`config.mk`:
```
export PLATFORM = sky130hd
export DESIGN_NAME = stepper_point_drive_sequencer
export DESIGN_NICKNAME = d
export VERILOG_FILES = /design/src/sv/spds_pkg.sv /design/src/sv/spds_apb_regs.sv /design/src/sv/spds_core.sv /design/src/sv/stepper_point_drive_sequencer.sv
export SDC_FILE = /design/constraint.sdc
export NUM_CORES = 1
export LEC_CHECK = 0
export BUFFER_PORTS_ARGS = -buffer_cell sky130_fd_sc_hd__buf_4
export CAP_MARGIN = 25
export CELL_PAD_IN_SITES_DETAIL_PLACEMENT = 2
export CELL_PAD_IN_SITES_GLOBAL_PLACEMENT = 2
export CORE_AREA = 10 10 119 132
export CTS_CLUSTER_DIAMETER = 40
export DETAILED_ROUTE_END_ITERATION = 7
export DIE_AREA = 0 0 129 142
export PLACE_DENSITY_LB_ADDON = 0.08
export SKIP_LAST_GASP = 1
export SLEW_MARGIN = 10
export SYNTH_ARGS = -nofsm -noshare
export SYNTH_HDL_FRONTEND = slang
export SYNTH_SLANG_ARGS = --single-unit
```
`constraint.sdc`:
```
create_clock -name i_clk -period 2.6 [get_ports i_clk]
set_input_delay 0 -clock i_clk [delete_from_list [all_inputs] [get_ports i_clk]]
set_output_delay 0 -clock i_clk [all_outputs]
set_load 0.03 [all_outputs]
```
`src/sv/spds_pkg.sv`:
```
// Shared types and constants for the stepper point drive sequencer.
package spds_pkg;

    // Result status codes.
    typedef enum logic [2:0] {
        ST_NONE        = 3'd0,
        ST_ACCEPTED    = 3'd1,
        ST_NOT_AT_END  = 3'd2,
        ST_BUSY        = 3'd3,
        ST_END_REACHED = 3'd4,
        ST_STEP_LIMIT  = 3'd5
    } t_status;

    // Sensed point position.
    typedef enum logic [1:0] {
        POS_UNKNOWN = 2'd0,
        POS_LEFT    = 2'd1,
        POS_RIGHT   = 2'd2
    } t_pos;

    // Input item kind carried in tuser.
    localparam logic CMD_TICK = 1'b0;
    localparam logic CMD_MOVE = 1'b1;

    // Configuration register indexes (paddr[3:2]).
    localparam logic [1:0] REG_HALF_STEP_MODE = 2'd0;
    localparam logic [1:0] REG_STEP_LIMIT     = 2'd1;
    localparam logic [1:0] REG_STEP_PERIOD    = 2'd2;

    // Register reset values.
    localparam logic       RST_HALF_STEP_MODE = 1'b1;
    localparam logic [9:0] RST_STEP_LIMIT     = 10'd420;
    localparam logic [7:0] RST_STEP_PERIOD    = 8'd5;

    // Configuration seen by the sequencing core.
    typedef struct packed {
        logic       half_step_mode;
        logic [9:0] step_limit;
        logic [7:0] step_period;
    } t_cfg;

    // One input item.
    typedef struct packed {
        logic cmd;
        logic move_right;
        logic force_req;
        logic left_sensor;
        logic right_sensor;
    } t_item;

    // One result item.
    typedef struct packed {
        logic [3:0] coils;
        t_pos       position;
        logic       busy_res;
        t_status    status;
    } t_result;

    // Half-step coil pattern, indexed by phase.
    function automatic logic [3:0] coil_pattern(input logic [2:0] phase);
        logic [3:0] pat;
        case (phase)
            3'd0:    pat = 4'h9;
            3'd1:    pat = 4'h1;
            3'd2:    pat = 4'h3;
            3'd3:    pat = 4'h2;
            3'd4:    pat = 4'h6;
            3'd5:    pat = 4'h4;
            3'd6:    pat = 4'hC;
            default: pat = 4'h8;
        endcase
        return pat;
    endfunction

endpackage

```
`src/sv/spds_apb_regs.sv`:
```
// APB configuration registers of the stepper point drive sequencer.
module spds_apb_regs (
    input  logic             i_clk,
    input  logic             i_rst_n,
    input  logic             psel,
    input  logic             penable,
    input  logic             pwrite,
    input  logic [3:0]       paddr,
    input  logic [31:0]      pwdata,
    output logic [31:0]      prdata,
    output logic             pready,
    output spds_pkg::t_cfg   o_cfg
);
    import spds_pkg::*;

    logic       r_half_step_mode;
    logic [9:0] r_step_limit;
    logic [7:0] r_step_period;
    logic       wr_en;

    assign pready = 1'b1;
    assign wr_en  = psel & penable & pwrite & pready;

    // Register writes complete in the access phase.
    always_ff @(posedge i_clk) begin
        if (!i_rst_n) begin
            r_half_step_mode <= RST_HALF_STEP_MODE;
            r_step_limit     <= RST_STEP_LIMIT;
            r_step_period    <= RST_STEP_PERIOD;
        end else if (wr_en) begin
            unique case (paddr[3:2])
                REG_HALF_STEP_MODE: r_half_step_mode <= pwdata[0];
                REG_STEP_LIMIT:     r_step_limit     <= pwdata[9:0];
                REG_STEP_PERIOD:    r_step_period    <= pwdata[7:0];
                default: ;
            endcase
        end
    end

    // Read back.
    always_comb begin
        unique case (paddr[3:2])
            REG_HALF_STEP_MODE: prdata = {31'd0, r_half_step_mode};
            REG_STEP_LIMIT:     prdata = {22'd0, r_step_limit};
            REG_STEP_PERIOD:    prdata = {24'd0, r_step_period};
            default:            prdata = 32'd0;
        endcase
    end

    assign o_cfg = '{half_step_mode: r_half_step_mode,
                     step_limit:     r_step_limit,
                     step_period:    r_step_period};

endmodule

```
`src/sv/spds_core.sv`:
```
// Move state and step sequencing logic; one item is processed per advance.
module spds_core (
    input  logic                i_clk,
    input  logic                i_rst_n,
    input  logic                i_adv,
    input  spds_pkg::t_item     i_item,
    input  spds_pkg::t_cfg      i_cfg,
    output spds_pkg::t_result   o_res,
    output logic                o_moving
);
    import spds_pkg::*;

    logic [2:0] r_phase,       n_phase;
    logic [9:0] r_steps_done,  n_steps_done;
    logic [7:0] r_tick_count,  n_tick_count;
    logic       r_moving,      n_moving;
    logic       r_going_right, n_going_right;
    logic [3:0] r_coil_latch,  n_coil_latch;
    t_pos       pos;
    t_status    status;
    logic       at_target;
    logic       start_ok;

    // Position from the end sensors; both or neither active reads as unknown.
    always_comb begin
        if (i_item.left_sensor && !i_item.right_sensor) begin
            pos = POS_LEFT;
        end else if (i_item.right_sensor && !i_item.left_sensor) begin
            pos = POS_RIGHT;
        end else begin
            pos = POS_UNKNOWN;
        end
    end

    assign at_target = (r_going_right && pos == POS_RIGHT) ||
                       (!r_going_right && pos == POS_LEFT);
    assign start_ok  = i_item.force_req ||
                       (i_item.move_right && pos == POS_LEFT) ||
                       (!i_item.move_right && pos == POS_RIGHT);

    // Next state for one item.
    always_comb begin
        n_phase       = r_phase;
        n_steps_done  = r_steps_done;
        n_tick_count  = r_tick_count;
        n_moving      = r_moving;
        n_going_right = r_going_right;
        n_coil_latch  = r_coil_latch;
        status        = ST_NONE;
        if (i_item.cmd == CMD_MOVE) begin
            if (r_moving) begin
                status = ST_BUSY;
            end else if (!start_ok) begin
                status = ST_NOT_AT_END;
            end else begin
                n_moving      = 1'b1;
                n_going_right = i_item.move_right;
                n_phase       = 3'd0;
                n_steps_done  = 10'd0;
                n_tick_count  = 8'd0;
                n_coil_latch  = 4'd0;
                status        = ST_ACCEPTED;
            end
        end else if (r_moving) begin
            if (r_tick_count == 8'd0) begin
                // Step slot: reload the period counter, a zero period acts as one.
                n_tick_count = (i_cfg.step_period == 8'd0) ? 8'd0
                                                           : i_cfg.step_period - 8'd1;
                if (r_steps_done >= i_cfg.step_limit) begin
                    n_moving     = 1'b0;
                    n_coil_latch = 4'd0;
                    status       = ST_STEP_LIMIT;
                end else if (at_target) begin
                    n_moving     = 1'b0;
                    n_coil_latch = 4'd0;
                    status       = ST_END_REACHED;
                end else begin
                    if (i_cfg.half_step_mode || r_phase[0]) begin
                        n_coil_latch = coil_pattern(r_phase);
                    end
                    n_phase      = r_going_right ? r_phase + 3'd1 : r_phase - 3'd1;
                    n_steps_done = r_steps_done + 10'd1;
                end
            end else begin
                n_tick_count = r_tick_count - 8'd1;
            end
        end
    end

    // State registers advance once per processed item.
    always_ff @(posedge i_clk) begin
        if (!i_rst_n) begin
            r_phase       <= 3'd0;
            r_steps_done  <= 10'd0;
            r_tick_count  <= 8'd0;
            r_moving      <= 1'b0;
            r_going_right <= 1'b0;
            r_coil_latch  <= 4'd0;
        end else if (i_adv) begin
            r_phase       <= n_phase;
            r_steps_done  <= n_steps_done;
            r_tick_count  <= n_tick_count;
            r_moving      <= n_moving;
            r_going_right <= n_going_right;
            r_coil_latch  <= n_coil_latch;
        end
    end

    assign o_res = '{coils:    n_coil_latch,
                     position: pos,
                     busy_res: n_moving,
                     status:   status};
    assign o_moving = r_moving;

endmodule

```
`src/sv/stepper_point_drive_sequencer.sv`:
```
// Top level of the stepper point drive sequencer.
// Input items arrive on the s_ stream: s_tuser carries the kind (tick or
// move request), s_tdata the direction, force flag and end sensor levels.
// Every accepted transaction yields exactly one result transaction on the
// m_ stream with the coil drive bits, sensed position, busy flag and status.
// The three registers (half-step mode, step limit, step period) sit on the
// APB port at byte addresses 0, 4 and 8; write them only while idle.
// An item is caught in an input register, processed by the core once the
// output slot is free and written to the output register, which drives
// m_tvalid and m_tdata. One item is taken per clock when m_tready stays
// high; the limit is the state update in the core. When m_tready is low
// the held result stays on the output, the input register fills and
// s_tready drops until room opens.
// Synchronous reset releases the coils, stops any move and restores the
// register defaults (half-step mode on, step limit 420, step period 5).
module stepper_point_drive_sequencer (
    input  logic        i_clk,
    input  logic        i_rst_n,
    // Input stream.
    input  logic        s_tvalid,
    output logic        s_tready,
    input  logic [7:0]  s_tdata,   // [0] move_right, [1] force_req, [2] left_sensor,
                                   // [3] right_sensor, [7:4] zero
    input  logic        s_tuser,   // [0] cmd
    // Result stream.
    output logic        m_tvalid,
    input  logic        m_tready,
    output logic [15:0] m_tdata,   // [3:0] coils, [5:4] position, [6] busy_res,
                                   // [9:7] status, [15:10] zero
    // Configuration port.
    input  logic        psel,
    input  logic        penable,
    input  logic        pwrite,
    input  logic [3:0]  paddr,
    input  logic [31:0] pwdata,
    output logic [31:0] prdata,
    output logic        pready
);
    import spds_pkg::*;

    logic    r_in_valid;
    t_item   r_in;
    logic    r_out_valid;
    t_result r_out;
    logic    adv;
    t_cfg    cfg;
    t_result core_res;
    logic    core_moving;

    spds_apb_regs u_regs (
        .i_clk   (i_clk),
        .i_rst_n (i_rst_n),
        .psel    (psel),
        .penable (penable),
        .pwrite  (pwrite),
        .paddr   (paddr),
        .pwdata  (pwdata),
        .prdata  (prdata),
        .pready  (pready),
        .o_cfg   (cfg)
    );

    spds_core u_core (
        .i_clk    (i_clk),
        .i_rst_n  (i_rst_n),
        .i_adv    (adv),
        .i_item   (r_in),
        .i_cfg    (cfg),
        .o_res    (core_res),
        .o_moving (core_moving)
    );

    // The core works on the held item once the output slot is free.
    assign adv      = r_in_valid && (!r_out_valid || m_tready);
    assign s_tready = !r_in_valid || adv;

    // Input register control.
    always_ff @(posedge i_clk) begin
        if (!i_rst_n) begin
            r_in_valid <= 1'b0;
        end else if (s_tready) begin
            r_in_valid <= s_tvalid;
        end
    end

    // Input register payload.
    always_ff @(posedge i_clk) begin
        if (s_tready && s_tvalid) begin
            r_in <= '{cmd:          s_tuser,
                      move_right:   s_tdata[0],
                      force_req:    s_tdata[1],
                      left_sensor:  s_tdata[2],
                      right_sensor: s_tdata[3]};
        end
    end

    // Output register control.
    always_ff @(posedge i_clk) begin
        if (!i_rst_n) begin
            r_out_valid <= 1'b0;
        end else if (adv) begin
            r_out_valid <= 1'b1;
        end else if (m_tready) begin
            r_out_valid <= 1'b0;
        end
    end

    // Output register payload.
    always_ff @(posedge i_clk) begin
        if (adv) begin
            r_out <= core_res;
        end
    end

    assign m_tvalid = r_out_valid;
    assign m_tdata  = {6'd0, r_out.status, r_out.busy_res, r_out.position, r_out.coils};

`ifndef SYNTH
    // The latest result reflects the current move state.
    a_busy_matches_state: assert property (@(posedge i_clk) disable iff (!i_rst_n)
        r_out_valid |-> (r_out.busy_res == core_moving))
        else $error("result busy flag differs from move state");

    // An accepted move starts with the coils released.
    a_accept_released: assert property (@(posedge i_clk) disable iff (!i_rst_n)
        (r_out_valid && r_out.status == ST_ACCEPTED) |->
            (r_out.busy_res && r_out.coils == 4'd0))
        else $error("accepted move not busy or coils driven");

    // A move that ends releases the coils.
    a_end_released: assert property (@(posedge i_clk) disable iff (!i_rst_n)
        (r_out_valid && (r_out.status == ST_END_REACHED ||
                         r_out.status == ST_STEP_LIMIT)) |->
            (!r_out.busy_res && r_out.coils == 4'd0))
        else $error("ended move left coils driven");

    // A move only stops through a processed item.
    a_stop_on_adv: assert property (@(posedge i_clk) disable iff (!i_rst_n)
        $fell(core_moving) |-> $past(adv))
        else $error("move stopped without an item");
`endif

endmodule
```
# Yosys cells after proc, flatten, opt, wreduce, memory -nomap -nowiden
# Cells that the tools add are included.
# word_totals
in_bits	52
output_inout_bits	51
elab_cells	125
ff_bits	63
# op_classes
order_cmp	1
add_sub_neg	5
reduce_logical	34
n_eq_ne	13
mux	49
bitwise_logic	3
# ops
cell	count
10-bit 2-to-1 mux	7
8-bit 2-to-1 mux	6
3-bit 2-to-1 mux	14
4-bit 2-to-1 mux	8
10-bit case mux with 3 select lines	1
4-bit case mux with 7 select lines	1
8-bit zero test	2
8-bit by 1-bit subtractor with 8-bit output (second input constant)	2
10-bit by 1-bit adder with 10-bit output (second input constant)	1
10-bit >= comparator	1
3-bit equality test (second input constant)	3
1-bit 2-to-1 mux	9
1-bit logical AND	8
4-bit AND reduction	2
2-bit nonzero test	4
7-bit AND reduction	1
3-bit by 2-bit equality test with 1-bit output (second input constant)	2
1-bit zero test	6
1-bit logical OR	6
2-bit 2-to-1 mux	3
2-bit != test (second input constant)	3
2-bit AND reduction	3
2-bit by 1-bit equality test with 1-bit output (second input constant)	2
2-bit equality test (second input constant)	2
7 further kinds	8

# Depth between registers and ports, before layout
# Gate-level depths: netlist of run 1.
# depth
word_depth	12
ltp_mapped	9
mapped_depth_nobuf	8

# By module
# A second synthesis of run 1 with hierarchy kept.
# hier_totals
cells_unflattened	425
area_unflattened_um2	3836.2
# by_module_without_submodules
mod	area_each_um2	seq_area_each_um2	cells_each	n_inst
spds_core	2157.1	540.5	271	1
spds_apb_regs	1076.0	380.4	123	1
stepper_point_drive_sequencer	603.1	490.5	31	1

# Least setup slack after synthesis of run 1
# Ideal clock, no wire load.
# synth_timing
path_kind	flip-flop to flip-flop
start	register u_regs.r_step_limit[7]
end	register r_out (netlist bit m_tdata[3]) (data pin)
n_path_buf	0
setup_time_ps	256
path_slack_ps	557
stages_incl_launch_ff	7
t_arrival_ps	1786
period_less_slack_ps	2043
t_required_ps	2344
path_cell_list	dfxtp_1 -> inv_1 -> ha_1 -> nand4_1 -> o31ai_1 -> nor4_1 -> o22a_1
# synth_rtl
element	line_no	rtl
start, declared	spds_apb_regs.sv:17	logic [9:0] r_step_limit;
start signal, assigned	spds_apb_regs.sv:33	REG_STEP_LIMIT: r_step_limit <= pwdata[9:0];
end signal, assigned	stepper_point_drive_sequencer.sv:111	r_out <= core_res;
end, declared	stepper_point_drive_sequencer.sv:44	t_result r_out;

# Worst setup path in the final report of run 1
# layout_timing
start	register u_core.r_steps_done[3]
end	register u_core.r_phase[2]
# layout_between
elab_chain_cells	3
# layout_rtl
element	line_no	rtl
start, declared	spds_core.sv:14	logic [9:0] r_steps_done, n_steps_done;
start signal, assigned	spds_core.sv:101	r_steps_done <= n_steps_done;
10-bit >= comparator	spds_core.sv:69	if (r_steps_done >= i_cfg.step_limit) begin
2-bit != test (no line)	--	
7-bit AND reduction (no line)	--	
end signal, assigned	spds_core.sv:100	r_phase <= n_phase;
end, declared	spds_core.sv:13	logic [2:0] r_phase, n_phase;
# Every way passes these cells.
# A chain may end at the register's enable or synchronous reset.

==> results of run 1 <==
==> worst paths after layout <==
kind | startpoint | endpoint | slack, ps | cells after the start
setup / recovery | u_core.r_steps_done[3] | u_core.r_phase[2] | 340 | 6
hold / removal | paddr[3] | u_regs.r_step_limit[0] | 50 | 4
setup reg to reg | u_core.r_steps_done[3] | u_core.r_phase[2] | 340 | 6
hold reg to reg | u_core.r_coil_latch[0] | u_core.r_coil_latch[0] | 480 | 2
==> layer usage <==
layer | GRT usage [%] | up-vias | routed length [um]
met5 | 0 | - | 0
li1 | - | 1721 | -
met4 | 5.69 | 0 | 206
met1 | 16.0 | 1700 | 5520
met3 | 2.83 | 17 | 413
met2 | 25.7 | 56 | 6530
==> cells in the final DEF (no fill, tap or decap), drive strengths merged, types with 22 or more instances in the layout <==
cell and count:
buf 61, nand2 53, dfxtp 48, inv 30, nor2 29, conb 29
a21oi 26, mux2i 23, ha 22, dlygate4sd3 22
==> stage by stage <==
stage,hold slack [ps],util (%),setup WS [ps]
global route,88.1,37.7,89.3
global placement,180,33.8,406
floorplan,98.9,-,557
CTS,36.3,37.7,335
detailed placement,181,33.8,347
finish,52.0,37.7,345
==> critical path: stages (launching register included) <==
cell and delay [ps]:
dfxtp_1 430, ha_1 290, a21oi_1 150, o21ai_0 230
a21oi_2 500, nand3_4 190, a311o_1 340
==> layout make-up <==
| class | instances | area [sq um] | area share (%) |
|---|---|---|---|
| multi-input cells | 339 | 2210 | 45.0 |
| flip-flops and latches | 63 | 1410 | 28.8 |
| repair buffers | 83 | 678 | 13.8 |
| clock buffers | 10 | 229 | 4.67 |
| well taps | 161 | 201 | 4.11 |
| inverters | 30 | 113 | 2.30 |
| clock inverters | 6 | 61.3 | 1.25 |
==> flip-flops by register name (all words and copies together), names as in the netlist <==
register,count
u_core.r_coil_latch,4
u_core.r_phase,3
u_core.o_moving,1
u_regs.r_step_limit,10
r_in_valid,1
u_core.r_going_right,1
m_tvalid,1
m_tdata,10
u_regs.r_step_period,8
u_core.r_tick_count,8
u_regs.r_half_step_mode,1
r_in,5
u_core.r_steps_done,10
==> cell families after synthesis <==
logic type	after synthesis	share of synthesized area, %
compound gates	91	16.1
xor+xnor	5	1.11
fa+ha+maj	22	7.00
buf+inv	74	10.5
flops	63	35.9
mux	25	6.43
other cells	2	0.191
simple gates	167	22.7
==> power groups by stage <==
stage                     sequential, mW  combinational (mW)  clock [mW]
after global placement              1.07               0.328           0
final                               1.05               0.356        1.20
after CTS                           1.05               0.360        1.24
after floorplan                     1.08               0.242           0
after global routing                1.05               0.393        1.28
after detailed placement            1.07               0.335           0
==> repair_timing <==
action,4_1_cts,5_1_grt
hold endpoints to repair,26,0
hold buffers,22,0
setup buffers,0,0
==> run_results.csv, run 1 <==
group,metric,value,unit
run_status,status,"complete, no violations",
power,p_seq_share,40.3,%
routing,vias,3494,
setup_path,cp-start-kind,"register",
clock_tree,cts_tree,"done",
sta,hold_viol_final,0,
global_routing,antenna_found_initial,0,
routing,drt_iter0_markers,122,
sta,tns,0,ps
clock_tree,cts_root_buffer,"clkbuf_16",
final_layout,drive_above_1_share,17.5,%
routing,post_drt_wl_per_cell,18.3,um
clock_tree,clk_pin_slew,50,ps
global_routing,grt_usage,14.2,%
final_layout,finalNonFillerCells,692,
floorplanning,die_w,129,um
clock_tree,clockBufferDepth,2,
sta,fin_crit,2260,ps
run,drv_cap,0,
synth,synth.top_cell.area_share,24.5,%
synth,postSynthCellCount,449,
placement,port_buffers,45,
power,vdd_drop_max,0.262,mV
sta,setup_violations,0,
power,p_int,1.89,mW
synth,ys_warn_count,0,
floorplanning,dieHeight,142,um
setup_path,cp-end-kind,"register",
clock_tree,numCtsBuffers,9,
final_layout,area_growth,24.7,%
sta,slew_violations,0,
power,swShare,27.3,%
setup_path,worst-endpoint-required,2830,ps
sta,worst_slew_pin_slew,602,ps
synth,synth.most_common_cell,"nand2_1",
routing,routed_wl,12700,um
synth,ys_seq_area_share,35.9,%
power,p_comb_share,13.7,%
final_layout,post-route-cell-area,0.00490,sq mm
floorplanning,initial_core_util,30.2,%
placement,place_congestion,0.797,
setup_path,worstSetupPathType,"register to register",
placement,placed_area,0.00439,sq mm
sta,worst_clock_skew,6.67,ps
final_layout,nNetsFinal,600,
power,power.density,531,mW/mm^2
routing,drc,0,
clock_tree,cts_resized,0,
floorplanning,die_area,0.0183,sq mm
clock_tree,cts.sinks,63,
final_layout,antenna_cells,0,
synth,yosysTopAreaCell,"dfxtp_1",
synth,synth_area,0.00393,sq mm
global_routing,grt_pass1_wl,20400,um
synth,synth_cell_types,72,
clock_tree,clk-insertion-delay-late,340,ps
sta,maxSlewHeadroom,59.4,%
placement,dp.cells,654,
synth,synth_seq_cells,63,
synth,synthFlopType,"dfxtp_1",
routing,antenna_left,0,
placement,hpwl,9600,um
sta,grt_setup_unrepaired,"no",
synth,synth-async-reset-ratio,0,%
global_routing,gr-total-overflow,0,
synth,yosys-top-cells-area,"dfxtp_1 (24%), edfxtp_1 (11%), ha_1 (7.0%), buf_4 (5.9%), mux2i_1 (5.9%)",
power,total_power,2.60,mW
final_layout,fillers,1487,
floorplanning,coreArea,0.0130,sq mm
hold_path,hp-class,"input pin to register",
power,switching_power,711,uW
synth,yosys-top-cells-count,"nand2_1 (53), dfxtp_1 (48), buf_4 (31)",
floorplanning,io_pins,103,
power,clkPwrFrac,46.0,%
clock_tree,h-tree-depth,3,
power,power_leakage,1.96,nW
sta,period_share,86.7,%
synth,syn_area_per_cell,8.75,sq um
sta,max_clock_freq,443,MHz
routing,drt-pass1-iter-count,4,
floorplanning,row_count,44,
routing,vias_per_cell,5.05,
setup_path,crit_arrival,2480,ps
global_routing,grt_pass1_vias,3871,
global_routing,grt_max_degree,25,
synth,synth_edf_count,15,
setup_path,crit_fanout,8,
Power figures use the tool's default switching activity.
==> inputs of run 2 (changes only) <==
PLACE_DENSITY = 0.81   (was unset)
PLACE_DENSITY_LB_ADDON = unset   (was 0.08)
==> run 2 against run 1 <==
  * Worst setup slack got worse by 130 ps
  * Design area decreased by 0.18%
  * Sequential share of layout area increased by 0.052 points
  * Via count increased by 1.8%
  * Utilization decreased by 0.067 points
  * Flip-flop and latch count unchanged
  * Critical path depth increased by 1
  * Die area unchanged
  * Register-to-register slack got worse by 130 ps
  * Non-clock buffer count decreased by 4
  * First-iteration DRC count increased by 24%
  * Hold slack improved by 8.3 ps
==> run_results.csv, run 2 (same netlist as run 1, synthesis figures left out) <==
group,metric,value,unit
clock_tree,cts_tree,"done",
setup_path,r2r_setup_slack,210,ps
sta,hold_viol_final,0,
global_routing,antenna_found_initial,0,
setup_path,crit_end,"m_tdata[3]",
global_routing,grt_usage,15.0,%
routing,vias,3557,
global_routing,grt_max_degree,25,
routing,drt-pass1-iter-count,4,
routing,drc,0,
floorplanning,io_pins,103,
final_layout,fin_util,37.7,%
floorplanning,initial_core_util,30.2,%
power,total_power,2.73,mW
sta,max_clock_freq,419,MHz
routing,post_drt_wl_per_cell,19.2,um
setup_path,r2r_start,"u_regs.r_step_limit[3]",
power,vdd_drop_max,0.300,mV
sta,fin_crit,2390,ps
setup_path,cp-start-kind,"register",
setup_path,r2r_cells,7,
power,power_leakage,1.96,nW
clock_tree,clockBufferDepth,2,
setup_path,startpoint,"u_regs.r_step_limit[3]",
placement,dp.cells,652,
final_layout,mostFrequentLayoutCell,"buf_4",
routing,antenna_left,0,
setup_path,worstSetupPathType,"register to register",
sta,grt_setup_unrepaired,"no",
sta,finalWorstSetupSlack,211,ps
sta,setup_violations,0,
routing,vias_per_cell,5.17,
clock_tree,numCtsBuffers,9,
setup_path,crit_arrival,2480,ps
floorplanning,die_area,0.0183,sq mm
floorplanning,die_w,129,um
hold_path,hp-start,"paddr[2]",
sta,slew_violations,0,
placement,port_buffers,45,
final_layout,fillers,1463,
placement,place_congestion,0.790,
setup_path,r2r-end,"m_tdata[3]",
setup_path,crit_path_cell_trace,"inv_1 -> ha_1 -> a21oi_1 -> o21ai_0 -> a21o_1 -> nor4_1 -> o22a_1",
setup_path,worst-endpoint-required,2690,ps
run,drv_cap,0,
global_routing,gr-total-overflow,0,
clock_tree,cts_root_buffer,"clkbuf_16",
global_routing,grt_pass1_wl,21600,um
sta,maxSlewHeadroom,55.6,%
sta,whs,60.3,ps
final_layout,finalNonFillerCells,688,
final_layout,nNetsFinal,596,
setup_path,cp-end-kind,"register",
hold_path,hp-class,"input pin to register",
routing,routed_wl,13200,um
clock_tree,clk-insertion-delay-late,350,ps
final_layout,area_growth,24.5,%
placement,pre_cts_ws,290,ps
final_layout,final_cell_mix,"buf_4 (59), nand2_1 (53), dfxtp_1 (48)",
final_layout,antenna_cells,0,
routing,drt_iter0_markers,151,
final_layout,post-route-cell-area,0.00489,sq mm
sta,worst_clock_skew,8.00,ps
sta,period_share,91.9,%
run_status,status,"complete, no violations",
setup_path,critPathSlowestCell,"o21ai_0",
global_routing,grt_pass1_vias,3953,
placement,placed_area,0.00438,sq mm
final_layout,drive_above_1_share,17.1,%
power,power.density,557,mW/mm^2
setup_path,critical-path-max-stage-delay,530,ps
setup_path,crit_fanout,9,
sta,tns,0,ps
placement,hpwl,9490,um
sta,worst_slew_pin_slew,659,ps
clock_tree,h-tree-depth,3,
clock_tree,clk_pin_slew,60,ps
clock_tree,cts.sinks,63,
floorplanning,coreArea,0.0130,sq mm
floorplanning,row_count,44,
floorplanning,dieHeight,142,um
==> run 2: cell count changes in the layout (fill, tap and decap cells not counted), sizes merged <==
cell | before | now
bufinv | 1 | 2
clkinvlp | 1 | 0
buf | 61 | 59
clkinv | 4 | 2
dlygate4sd3 | 22 | 20
clkbuf | 10 | 12
==> run 2: final cells by class <==
cell class,count,area [sq um],area share [%]
clock buffers,12,246,5.04
clock inverters,4,70.1,1.43
inverters,30,113,2.30
multi-input cells,339,2210,45.1
flip-flops and latches,63,1410,28.8
well taps,161,201,4.12
repair buffers,79,643,13.1
==> run 2: worst min-delay path by stage <==
stage	end	slack [ps]	depth (start not counted)
6_report	u_regs.r_half_step_mode	60	4
2_1_floorplan	r_in[0]	100	0
5_1_grt	u_regs.r_half_step_mode	90	4
4_1_cts	u_regs.r_half_step_mode	70	4
3_3_place_gp	r_in[3]	180	1
3_5_place_dp	r_in[0]	180	1
==> run 2: what timing repair did <==
action                                 4_1_cts  5_1_grt
endpoints found under the hold margin       26        0
buffers inserted                             0        0
hold buffers                                20        0
resized for setup                            0        0
==> run 2: power breakdown <==
group          internal (mW)  total [mW]  switching [mW]
clock                  0.862        1.32           0.455
combinational          0.127       0.360           0.233
sequential              1.03        1.05          0.0224
==> run 2: layer usage <==
| metal | wire [um] | track usage [%] | up-vias |
|---|---|---|---|
| li1 | - | - | 1710 |
| met1 | 5510 | 16.1 | 1763 |
| met2 | 6980 | 27.7 | 71 |
| met3 | 528 | 4.47 | 13 |
| met4 | 189 | 4.25 | 0 |
| met5 | 0 | 0 | - |
==> run 2: worst max-delay path, delay by kind of cell (launching register included) <==
kind / cells / cell delay (ps)
buffers and inverters: 1 / 100
and+or+nand+nor: 1 / 110
DFF: 1 / 370
AOI/OAI and AO/OA: 4 / 1260
adders and majority gates: 1 / 300
==> inputs of run 3 (changes only) <==
CELL_PAD_IN_SITES_DETAIL_PLACEMENT = 1   (was 2)
CELL_PAD_IN_SITES_GLOBAL_PLACEMENT = 1   (was 2)
CORE_AREA = 10 10 107 119   (was 10 10 119 132)
DIE_AREA = 0 0 117 129   (was 0 0 129 142)
==> run 3 against run 2 <==
  * First-iteration DRC count decreased by 21%
  * Die area decreased by 18%
  * Worst setup slack improved by 17 ps
  * Clock power decreased by 9.8%
  * Flip-flop and latch count unchanged
  * Highest routed layer unchanged
  * Sequential power about the same
  * Clock-buffer cell count increased by 1
  * Largest power group unchanged
  * Register-to-register slack improved by 20 ps
==> run_results.csv, run 3 (same netlist as run 1, synthesis figures left out) <==
group,metric,value,unit
clock_tree,cts.sinks,63,
final_layout,post-route-cell-area,0.00481,sq mm
setup_path,crit_end,"u_core.r_phase[2]",
floorplanning,die_w,117,um
sta,max_clock_freq,421,MHz
sta,hold_viol_final,0,
sta,fin_crit,2370,ps
setup_path,cp-end-kind,"register",
routing,drt_iter0_markers,120,
final_layout,final_cell_mix,"buf_4 (56), nand2_1 (53), dfxtp_1 (48)",
routing,drc,0,
clock_tree,cts_root_buffer,"clkbuf_16",
sta,slew_violations,0,
final_layout,drive_above_1_share,16.5,%
setup_path,worstSetupPathType,"register to register",
setup_path,worst-endpoint-required,2810,ps
clock_tree,clk-insertion-delay-late,330,ps
sta,worst_clock_skew,8.64,ps
floorplanning,die_area,0.0151,sq mm
setup_path,r2r-end,"u_core.r_phase[2]",
sta,period_share,91.3,%
floorplanning,initial_core_util,38.4,%
sta,maxSlewHeadroom,57.6,%
hold_path,hp-class,"input pin to register",
clock_tree,cts_resized,0,
clock_tree,post-cts-setup-buffers,0,
final_layout,mostFrequentLayoutCell,"buf_4",
final_layout,nNetsFinal,595,
global_routing,antenna_found_initial,0,
clock_tree,clockBufferDepth,2,
setup_path,cp-start-kind,"register",
setup_path,r2r_setup_slack,230,ps
sta,tns,0,ps
final_layout,finalNonFillerCells,649,
floorplanning,row_count,39,
clock_tree,clk_pin_slew,60,ps
sta,worst_slew_pin_slew,630,ps
power,vdd_drop_max,0.232,mV
setup_path,r2r_start,"u_regs.r_step_limit[7]",
placement,place_congestion,0.867,
setup_path,cp_num_cells,7,
global_routing,grt_pass1_wl,19300,um
routing,routed_wl,11700,um
clock_tree,h-tree-depth,3,
routing,vias_per_cell,5.39,
setup_path,path_buf_inv,1,
global_routing,gr-total-overflow,0,
routing,antenna_left,0,
final_layout,antenna_cells,0,
setup_path,critical-path-max-stage-delay,500,ps
run_status,status,"complete, no violations",
run,drv_cap,0,
floorplanning,dieHeight,129,um
setup_path,startpoint,"u_regs.r_step_limit[7]",
power,power_leakage,1.94,nW
global_routing,grt_max_degree,21,
sta,setup_violations,0,
routing,vias,3495,
power,power.density,538,mW/mm^2
setup_path,critPathSlowestCell,"o31a_1",
clock_tree,numCtsBuffers,9,
final_layout,area_growth,22.5,%
floorplanning,io_pins,103,
setup_path,r2r_cells,7,
setup_path,crit_path_cell_trace,"inv_1 -> ha_1 -> a211o_1 -> a21oi_1 -> o31a_1 -> nand3_4 -> a311o_1",
setup_path,crit_arrival,2580,ps
clock_tree,cts_tree,"done",
placement,hpwl,8700,um
placement,dp.cells,612,
placement,placed_area,0.00431,sq mm
placement,port_buffers,45,
global_routing,grt_pass1_vias,3852,
setup_path,crit_fanout,10,
sta,grt_setup_unrepaired,"no",
routing,drt-pass1-iter-count,4,
global_routing,grt_usage,15.8,%
floorplanning,coreArea,0.0102,sq mm
routing,post_drt_wl_per_cell,18.0,um
setup_path,crit_family,"compound AO/OA/AOI/OAI gates",
[run 3: cell count changes in the layout (fill, tap and decap cells not counted)]
cell           previous run  this run
buf_4                    59        56
buf_2                     0         1
bufinv_16                 2         1
clkbuf_1                  2         3
clkinv_2                  2         1
clkinvlp_4                0         1
dlygate4sd3_1            20        21
[run 3: worst min-delay path by stage]
stage                     startpoint                     end  cells past startpoint
after floorplan           s_tdata[3]                 r_in[0]                      0
after global placement    s_tdata[0]                 r_in[3]                      1
after detailed placement  s_tdata[2]                 r_in[1]                      1
after CTS                   paddr[3]  u_regs.r_step_limit[9]                      4
after global routing        paddr[3]  u_regs.r_step_limit[9]                      4
final                       paddr[3]  u_regs.r_step_limit[9]                      4
[run 3: power breakdown]
group	switching (mW)	leakage (nW)	total, mW	internal, mW
Clock	0.418	0.140	1.19	0.767
Combinational	0.228	1.27	0.354	0.126
Sequential	0.0218	0.533	1.05	1.03
Total	0.668	1.94	2.59	1.92
[run 3: per-stage QoR]
stage	setup WS [ps]	util, %	hold slack, ps	total power [mW]
final	228	47.0	47.2	2.59
after global routing	33.9	47.0	69.0	2.69
after CTS	214	47.0	41.1	2.61
after detailed placement	274	42.1	182	1.39
after global placement	181	42.0	180	1.38
after floorplan	557	-	98.9	1.32
[run 3: cell type report]
type                       count  area (sq um)
clock buffer                  13           250
tap                          123           154
sequential                    63          1410
inverter                      30           113
fill                        1219          5430
timing repair buffer          78           636
multi-input combinational    339          2210
clock inverter                 3          42.5
[run 3: timing repair]
action                                  4_1_cts  5_1_grt
hold endpoints to repair                     26        0
endpoints found under the setup margin        0        0
hold buffers                                 21        0
[run 3: worst register-to-register path: stages, from the launching register on]
cell	delay [ps]
dfxtp_1	330
inv_1	70
ha_1	330
a211o_1	260
a21oi_1	200
o31a_1	500
nand3_4	210
a311o_1	360
[run 3: per-layer routing]
layer	vias up	share of wire, %	track usage (%)
li1	1707	-	-
met4	0	1.6	5.68
met1	1695	42	17.4
met3	16	4.3	3.58
met5	-	0	0
met2	77	52	28.9
